**src/rtl/core/lebuf_pkg.sv**
```systemverilog
// shared types and constants for the line edit buffer
package lebuf_pkg;

   localparam int POS_W    = 13;
   localparam int RD_IDX_W = 7;
   localparam int CHAR_W   = 8;
   localparam int GROUP_N  = 16;

   typedef enum logic [1:0] {
      OP_INSERT = 2'd0,
      OP_DELETE = 2'd1,
      OP_MOVE   = 2'd2,
      OP_READ   = 2'd3
   } op_type;

   typedef struct packed {
      logic              ins;
      logic              del;
      logic [POS_W-1:0]  pos;
      logic [CHAR_W-1:0] ch;
   } edit_type;

   typedef struct packed {
      logic                en;
      logic [RD_IDX_W-1:0] idx;
   } read_type;

   typedef struct packed {
      logic [8:0] count;
      logic [7:0] cursor_pos;
      logic [7:0] line_length;
      logic       full_res;
   } result_type;

endpackage

```
**src/rtl/core/lebuf_cell.sv**
```systemverilog
// one character cell of the shifting line store
module lebuf_cell #(
   parameter int CELL_IDX = 0
) (
   input  logic                        clock,
   input  lebuf_pkg::edit_type         edit,
   input  lebuf_pkg::read_type         rd,
   input  logic [lebuf_pkg::CHAR_W-1:0] left_data,
   input  logic [lebuf_pkg::CHAR_W-1:0] right_data,
   output logic [lebuf_pkg::CHAR_W-1:0] data,
   output logic [lebuf_pkg::CHAR_W-1:0] rd_data
);

   localparam logic [lebuf_pkg::POS_W-1:0] MY_POS  = lebuf_pkg::POS_W'(CELL_IDX);
   localparam logic [lebuf_pkg::POS_W:0]   MY_NEXT = (lebuf_pkg::POS_W + 1)'(CELL_IDX + 1);

   logic [lebuf_pkg::CHAR_W-1:0] data_ff;
   logic [lebuf_pkg::CHAR_W-1:0] data_in;

   always_comb begin
      data_in = data_ff;
      if (edit.ins) begin
         if (MY_POS == edit.pos) begin
            data_in = edit.ch;
         end else if (MY_POS > edit.pos) begin
            data_in = left_data;
         end
      end else if (edit.del) begin
         if (MY_NEXT >= {1'b0, edit.pos}) begin
            data_in = right_data;
         end
      end
   end

   always_ff @(posedge clock) begin
      data_ff <= data_in;
   end

   assign data    = data_ff;
   assign rd_data = (rd.en && (MY_POS == lebuf_pkg::POS_W'(rd.idx))) ? data_ff : '0;

endmodule

```
**src/rtl/core/line_edit_buffer.sv**
```systemverilog
// line edit buffer top level: cursor and length control, cell row, read-out tree
// Usage:
//   req_ channel takes one command word: req_tuser carries the opcode
//   (insert, delete, move, read), req_tdata the byte, offset and read index.
//   rsp_ channel returns exactly one word per command with the count,
//   cursor, length, read byte and full flag after that command.
//   Insert and delete shift the whole tail through the row of character
//   cells in the accepting cycle; cursor and length update in the same edge.
//   A read goes through a two-level registered OR tree over the cells
//   (16 cells per group); every result passes the s1 and s2 stages and
//   the output register after its command is accepted.
//   One command is in the tree at a time: a new word is taken only once
//   the previous one has left the s1 and s2 stages, so no new command
//   enters before the last one is through the read-out tree.
//   When rsp_tready is low the result holds in the output register, one
//   more command may enter and wait in the tree, then req_tready stays low.
//   Reset clears cursor, length and all valid flags; character cells are
//   not cleared, bytes at or beyond the length are never returned.
module line_edit_buffer #(
   parameter int CAPACITY = 128
) (
   input  logic        clock,
   input  logic        reset,
   input  logic        req_tvalid,
   output logic        req_tready,
   input  logic [23:0] req_tdata,   // ch[7:0], offset[16:8], read_index[23:17]
   input  logic [1:0]  req_tuser,   // opcode[1:0]
   output logic        rsp_tvalid,
   input  logic        rsp_tready,
   output logic [39:0] rsp_tdata    // count[8:0], cursor_pos[16:9], line_length[24:17],
                                    // read_char[32:25], full_res[33]
);

   localparam int CW     = $clog2(CAPACITY + 1);
   localparam int MW     = ((CW > 9) ? CW : 9) + 1;
   localparam int NGROUP = (CAPACITY + lebuf_pkg::GROUP_N - 1) / lebuf_pkg::GROUP_N;
   localparam int NPAD   = NGROUP * lebuf_pkg::GROUP_N;
   localparam logic [CW-1:0] CAP_VAL = CW'(CAPACITY);

   lebuf_pkg::op_type opcode;
   logic [7:0]  req_ch;
   logic [8:0]  req_offset;
   logic [6:0]  req_read_index;
   logic        accept;

   logic [CW-1:0] cursor_ff, cursor_in;
   logic [CW-1:0] length_ff, length_in;
   logic [8:0]    count_in;

   logic [MW-1:0] off_ext, want, room, mv_pos, mv_neg;
   logic [MW-1:0] neg_cnt;

   lebuf_pkg::edit_type   edit;
   lebuf_pkg::read_type   rd_in, rd_ff;
   lebuf_pkg::result_type res_in, s1_res_ff, s2_res_ff;

   logic s1_valid_ff, s2_valid_ff, out_valid_ff;
   logic s2_move;
   logic [39:0] out_data_ff;

   logic [lebuf_pkg::POS_W-1:0] cur_ext, len_ext;

   logic [lebuf_pkg::CHAR_W-1:0] cell_data [CAPACITY];
   logic [lebuf_pkg::CHAR_W-1:0] rd_bus    [NPAD];
   logic [lebuf_pkg::CHAR_W-1:0] grp_in    [NGROUP];
   logic [lebuf_pkg::CHAR_W-1:0] grp_ff    [NGROUP];
   logic [lebuf_pkg::CHAR_W-1:0] rchar;

   assign opcode         = lebuf_pkg::op_type'(req_tuser);
   assign req_ch         = req_tdata[7:0];
   assign req_offset     = req_tdata[16:8];
   assign req_read_index = req_tdata[23:17];

   assign req_tready = !s1_valid_ff && !s2_valid_ff;
   assign accept     = req_tvalid && req_tready;

   // move arithmetic
   assign off_ext = {{(MW - 9){req_offset[8]}}, req_offset};
   assign want    = MW'(0) - off_ext;
   assign room    = MW'(length_ff) - MW'(cursor_ff);
   assign mv_pos  = (off_ext < room) ? off_ext : room;
   assign mv_neg  = (want < MW'(cursor_ff)) ? want : MW'(cursor_ff);
   assign neg_cnt = MW'(0) - mv_neg;

   always_comb begin
      cursor_in = cursor_ff;
      length_in = length_ff;
      count_in  = '0;
      edit.ins  = 1'b0;
      edit.del  = 1'b0;
      edit.pos  = lebuf_pkg::POS_W'(cursor_ff);
      edit.ch   = req_ch;
      rd_in.en  = 1'b0;
      rd_in.idx = req_read_index;
      case (opcode)
         lebuf_pkg::OP_INSERT: begin
            if (length_ff < CAP_VAL) begin
               edit.ins  = accept;
               cursor_in = cursor_ff + CW'(1);
               length_in = length_ff + CW'(1);
               count_in  = 9'd1;
            end
         end
         lebuf_pkg::OP_DELETE: begin
            if (cursor_ff != '0) begin
               edit.del  = accept;
               cursor_in = cursor_ff - CW'(1);
               length_in = length_ff - CW'(1);
               count_in  = 9'd1;
            end
         end
         lebuf_pkg::OP_MOVE: begin
            if (!req_offset[8] && req_offset != '0) begin
               cursor_in = cursor_ff + mv_pos[CW-1:0];
               count_in  = mv_pos[8:0];
            end else if (req_offset[8]) begin
               cursor_in = cursor_ff - mv_neg[CW-1:0];
               count_in  = neg_cnt[8:0];
            end
         end
         lebuf_pkg::OP_READ: begin
            rd_in.en = lebuf_pkg::POS_W'(req_read_index) < lebuf_pkg::POS_W'(length_ff);
         end
         default: begin
            count_in = '0;
         end
      endcase
   end

   assign cur_ext = lebuf_pkg::POS_W'(cursor_in);
   assign len_ext = lebuf_pkg::POS_W'(length_in);

   always_comb begin
      res_in.count       = count_in;
      res_in.cursor_pos  = cur_ext[7:0];
      res_in.line_length = len_ext[7:0];
      res_in.full_res    = (length_in == CAP_VAL);
   end

   // row of character cells
   for (genvar i = 0; i < NPAD; i++) begin : g_cell
      if (i < CAPACITY) begin : g_real
         logic [lebuf_pkg::CHAR_W-1:0] left_d, right_d;
         if (i == 0) begin : g_first
            assign left_d = '0;
         end else begin : g_mid_l
            assign left_d = cell_data[i - 1];
         end
         if (i == CAPACITY - 1) begin : g_last
            assign right_d = '0;
         end else begin : g_mid_r
            assign right_d = cell_data[i + 1];
         end
         lebuf_cell #(.CELL_IDX(i)) u_cell (
            .clock      (clock),
            .edit       (edit),
            .rd         (rd_ff),
            .left_data  (left_d),
            .right_data (right_d),
            .data       (cell_data[i]),
            .rd_data    (rd_bus[i])
         );
      end else begin : g_pad
         assign rd_bus[i] = '0;
      end
   end

   // read-out tree, group level then final level
   always_comb begin
      for (int g = 0; g < NGROUP; g++) begin
         grp_in[g] = '0;
         for (int k = 0; k < lebuf_pkg::GROUP_N; k++) begin
            grp_in[g] = grp_in[g] | rd_bus[g * lebuf_pkg::GROUP_N + k];
         end
      end
   end

   always_comb begin
      rchar = '0;
      for (int g = 0; g < NGROUP; g++) begin
         rchar = rchar | grp_ff[g];
      end
   end

   assign s2_move = s2_valid_ff && (!out_valid_ff || rsp_tready);

   always_ff @(posedge clock) begin
      if (reset) begin
         cursor_ff    <= '0;
         length_ff    <= '0;
         s1_valid_ff  <= 1'b0;
         s2_valid_ff  <= 1'b0;
         out_valid_ff <= 1'b0;
      end else begin
         if (accept) begin
            cursor_ff <= cursor_in;
            length_ff <= length_in;
         end
         s1_valid_ff <= accept;
         if (s1_valid_ff) begin
            s2_valid_ff <= 1'b1;
         end else if (s2_move) begin
            s2_valid_ff <= 1'b0;
         end
         if (s2_move) begin
            out_valid_ff <= 1'b1;
         end else if (rsp_tready) begin
            out_valid_ff <= 1'b0;
         end
      end
   end

   always_ff @(posedge clock) begin
      if (accept) begin
         s1_res_ff <= res_in;
         rd_ff     <= rd_in;
      end
      if (s1_valid_ff) begin
         s2_res_ff <= s1_res_ff;
         grp_ff    <= grp_in;
      end
      if (s2_move) begin
         out_data_ff <= {6'b0, s2_res_ff.full_res, rchar, s2_res_ff.line_length,
                         s2_res_ff.cursor_pos, s2_res_ff.count};
      end
   end

   assign rsp_tvalid = out_valid_ff;
   assign rsp_tdata  = out_data_ff;

`ifndef SYNTH
   a_cursor_in_line: assert property (@(posedge clock) disable iff (reset)
      cursor_ff <= length_ff)
      else $error("cursor beyond line length");

   a_length_bound: assert property (@(posedge clock) disable iff (reset)
      length_ff <= CAP_VAL)
      else $error("line length beyond capacity");

   a_tree_advance: assert property (@(posedge clock) disable iff (reset)
      s1_valid_ff |=> s2_valid_ff)
      else $error("read-out stage lost a word");

   a_insert_grows: assert property (@(posedge clock) disable iff (reset)
      accept && opcode == lebuf_pkg::OP_INSERT && length_ff < CAP_VAL
      |=> length_ff == $past(length_ff) + CW'(1))
      else $error("insert did not grow the line");

   a_single_in_flight: assert property (@(posedge clock) disable iff (reset)
      !(s1_valid_ff && s2_valid_ff))
      else $error("two words in the read-out tree");
`endif

endmodule

```
**config.mk**
```make
export PLATFORM = sky130hd
export DESIGN_NAME = line_edit_buffer
export DESIGN_NICKNAME = d
export VERILOG_FILES = /design/src/rtl/core/lebuf_pkg.sv /design/src/rtl/core/lebuf_cell.sv /design/src/rtl/core/line_edit_buffer.sv
export SDC_FILE = /design/constraint.sdc
export NUM_CORES = 2
export LEC_CHECK = 0
export BUFFER_PORTS_ARGS = -buffer_cell sky130_fd_sc_hd__buf_2
export CAP_MARGIN = 20
export CORE_UTILIZATION = 35
export CTS_CLUSTER_SIZE = 16
export DETAILED_ROUTE_END_ITERATION = 8
export GPL_TIMING_DRIVEN = 0
export PLACE_DENSITY = 0.45
export SLEW_MARGIN = 10
export SYNTH_ARGS = -nofsm -noshare
export SYNTH_HDL_FRONTEND = slang
export SYNTH_HIERARCHICAL = 1
export SYNTH_SLANG_ARGS = --single-unit
```
**constraint.sdc**
```tcl
create_clock -name clock -period 17.7 [get_ports clock]
set_input_delay 2.655 -clock clock [delete_from_list [all_inputs] [get_ports clock]]
set_output_delay 2.655 -clock clock [all_outputs]
set_load 0.02 [all_outputs]
```
==> impl_metrics.tcl <==
set metrics [dict create \
    status "complete, no violations" \
    place.port_buffers 63 \
    core-area_sq_um 256900 \
    ant_nets 0 \
    critical_path.max_stage_delay_ns 0.60 \
    share_comb_of_total_power_pct 16.9 \
    timing.hold.ws_ns 0.4103 \
    post_cts_buffers 0 \
    drive_above_1_share_pct 24.32 \
    cts-resized-gates 0 \
    drtPass1Iterations 9 \
    pin_count 72 \
    critPathBufInv 3 \
    clockRootBuffer "clkbuf_16" \
    synth_top_family_by_area "simple AND/OR/NAND/NOR gates" \
    yosys.area_share.simple_pct 30.30 \
    critPathKind "in2reg" \
    yosys.area_share.xor_xnor_pct 0.3584 \
    multi_input_area_sq_um 55450 \
    cts.sinks 1201 \
    min_period_ns 7.755 \
    synth-seq-cells 1201 \
    fin_util_pct 41.45 \
    clock_path_buffers 3 \
    cts_buffers 154 \
    die_area_sq_um 260400 \
    synth_mux_area_share_pct 14.98 \
    ir_worst_vdd_mv 0.08419 \
    critPathSlowestCell "nor4_1" \
    worst_pin_slew_ns 1.150 \
    gp_congestion 0.8513 \
    wire_per_inst_um 25.51 \
    clk_pin_slew_worst_paths_ns 0.06 \
    synth_compound_area_share_pct 11.28 \
    async_reset_ff_share_pct 0 \
    fin_area_sq_um 106500 \
    start_kind "input port" \
    fmax_mhz 128.9 \
    nFillCells 24750 \
    final_common_cell "edfxtp_1" \
    p_clk_share_pct 41.1 \
    end_kind "flip-flop" \
    h-tree-depth 4 \
    start_util_pct 35.19 \
    setup_violations 0 \
    holdBufCountCts 0 \
    skew_ns 0.02586 \
    drtIter0Drc 5931 \
    syn_avg_cell_area_sq_um 11.18 \
    drc 0 \
    die_x_um 510.3 \
    critPathRequiredTime_ns 18.32 \
    rsz0062_at_grt "false" \
    p_int_mw 5.404 \
    yosys-top-cells-area "edfxtp_1 39%, mux2_2 12%, and2_1 7.2%, nor4_4 3.1%, nor2b_1 2.6%" \
    hpwl_mm 236.7 \
    cp.arrival_ns 8.38 \
    fp.dieH_um 510.3 \
    synth_edf_count 1182 \
    dp_slack_ns 9.271 \
    placed_cells 12540 \
    share_seq_of_total_power_pct 42.0 \
    num_rows 186 \
    p_sw_mw 2.213 \
    synth_largest_area_cell "edfxtp_1" \
    critPathMostFrequentCell "o21ai_0" \
    area_delta_synth_final_pct 17.80 \
    fin_tns_setup_ns 0 \
    num_vias 72620 \
    yosysTopAreaCellShare_pct 39.26 \
    worstPathCellList "buf_2 > clkbuf_1 > nor2_1 > nand2_1 > nor4_1 > xnor2_1 > ha_1 > and3_1 > and3_1 > a221oi_2 > o211ai_4 > clkbuf_1 > nand2_1 > o21ai_0 > ha_1 > fa_1 > nor2b_1 > o21ai_0 > a21boi_0 > o21ai_0 > mux2i_1 > nor4_1 > a21oi_1 > a21oi_1" \
    holdCritPathClass "reg2reg" \
    post_layout_nonfiller_instances 12830 \
    cap_violations 0 \
    grt_max_degree 77 \
    crit_family "compound AO/OA/AOI/OAI gates" \
    fin_crit_sh_pct 43.81 \
    ys_seq_area_share_pct 39.68 \
    synthesis.area_sq_um 90410 \
    ys_types 127 \
    final_cell_mix "1,182 x edfxtp_1, 1,034 x and2_1, 972 x mux2_2" \
    wl_mm 327.4 \
    slew_viol_final 0 \
    antenna_found_initial 8 \
    clock_latency_ns 0.82 \
    synth_top_flop_cell "edfxtp_1" \
    cp_max_fo 10 \
    finalHoldViolCount 0 \
    grt_overflow 0 \
    cts_tree "built" \
    syn_inst 8088 \
    yosys_warnings 6 \
    synthAdderAreaFrac_pct 0.8137 \
    grt_pass1_wl_mm 486.2 \
    postPlaceCellArea_sq_um 101500 \
    power_mw 7.616 \
    leakagePower_nw 38.32 \
    worst_slack_ns 9.945 \
    grt_pass1_vias 70860 \
    viasPerCell 5.660 \
    p_per_area_nw_per_um2 71.51 \
    gr-usage-all-layers_pct 24.68 \
    seq_area_sq_um 35910 \
    p_sw_share_pct 29.05 \
    slew_headroom_pct 22.60 \
    nets 9403 \
]
power groups by stage:
stage                     logic [mW]  registers [mW]  clock network, mW
after floorplan                0.735            3.34                  0
after global placement          1.03            3.50                  0
after detailed placement        1.27            3.26                  0
after CTS                       1.27            3.20               3.21
after global routing            1.38            3.20               3.31
final                           1.28            3.20               3.13
cells by family (layout without fill, tap and decap cells):
| logic type | count (synthesis) | after routing |
|---|---|---|
| mux | 1202 | 1202 |
| xor+xnor | 37 | 37 |
| simple gates | 3787 | 3787 |
| other cells | 1 | 834 |
| buf+inv | 457 | 983 |
| fa+ha+maj | 57 | 57 |
| compound gates | 1346 | 1346 |
| flops | 1201 | 1201 |
worst register-to-register path, stage by stage, from the launching register on:
cell      delay, ns
dfxtp_4        0.87
clkbuf_1       0.51
inv_1          0.18
ha_1           0.38
and3_1         0.17
a21oi_1        0.15
nand3_1        0.12
and3_1         0.21
or2_2          0.30
ha_1           0.27
o21a_1         0.10
o21ai_0        0.12
nor2_1         0.47
nor2_1         0.08
a21oi_1        0.23
ha_1           0.23
inv_1          0.06
fa_1           0.42
nor2b_1        0.13
o21ai_0        0.13
a21oi_1        0.19
o21ai_0        0.14
nor4bb_1       0.17
nor4_1         0.49
a21oi_1        0.19
a21oi_1        0.26
cell type report:
| cell class | instances | share of cell area (%) |
|---|---|---|
| inverters | 122 | 0.4300 |
| plain buffers | 335 | 1.763 |
| clock inverters | 85 | 0.7671 |
| well taps | 3384 | 3.975 |
| repair buffers | 247 | 3.454 |
| clock buffers | 194 | 3.818 |
| flip-flops and latches | 1201 | 33.71 |
| diodes | 8 | 0.01880 |
| multi-input cells | 7255 | 52.06 |
synth_stat cells, types with 83 or more instances:
cell type and instances:
o211ai_1 91, edfxtp_1 1182, nand2_1 379, mux2i_1 170, nor2_1 340, a41oi_1 132, nand3_1 83, and2_1 1034
o21ai_0 115, nor4_4 132, a21oi_1 388, clkbuf_1 111, mux2_2 972, buf_2 111, nand4b_1 86, a31oi_1 89
nand4_1 174, nor2b_1 369, nor4_1 331, inv_1 121
path summary, 6_finish.rpt:
| kind | slack (ns) | start | end | cells after the start |
|---|---|---|---|---|
| max | 9.94 | req_tdata[13] | s1_res_ff[15] | 24 |
| min | 0.41 | s2_res_ff[17] | rsp_tdata[0] | 0 |
| max reg2reg | 10.93 | cursor_ff[3] | s1_res_ff[15] | 25 |
| min reg2reg | 0.41 | s2_res_ff[17] | rsp_tdata[0] | 0 |
flip-flops by register name, indices dropped and copies added (netlist names), 8 cells and up:
register,count
cursor_ff,8
g_cell.g_real.u_cell/data,1024
grp_ff,64
length_ff,8
rd_ff,8
rsp_tdata,34
s1_res_ff,26
s2_res_ff,26
layer usage:
metal | part of all wire (%) | global-route usage, % | up-vias
met5 | 0 | 0 | -
met2 | 46 | 39.77 | 2034
met4 | 2.5 | 6.742 | 0
met1 | 47 | 34.98 | 36400
met3 | 4.7 | 2.507 | 403
li1 | - | - | 33780
(Power assumes the default switching activity.)
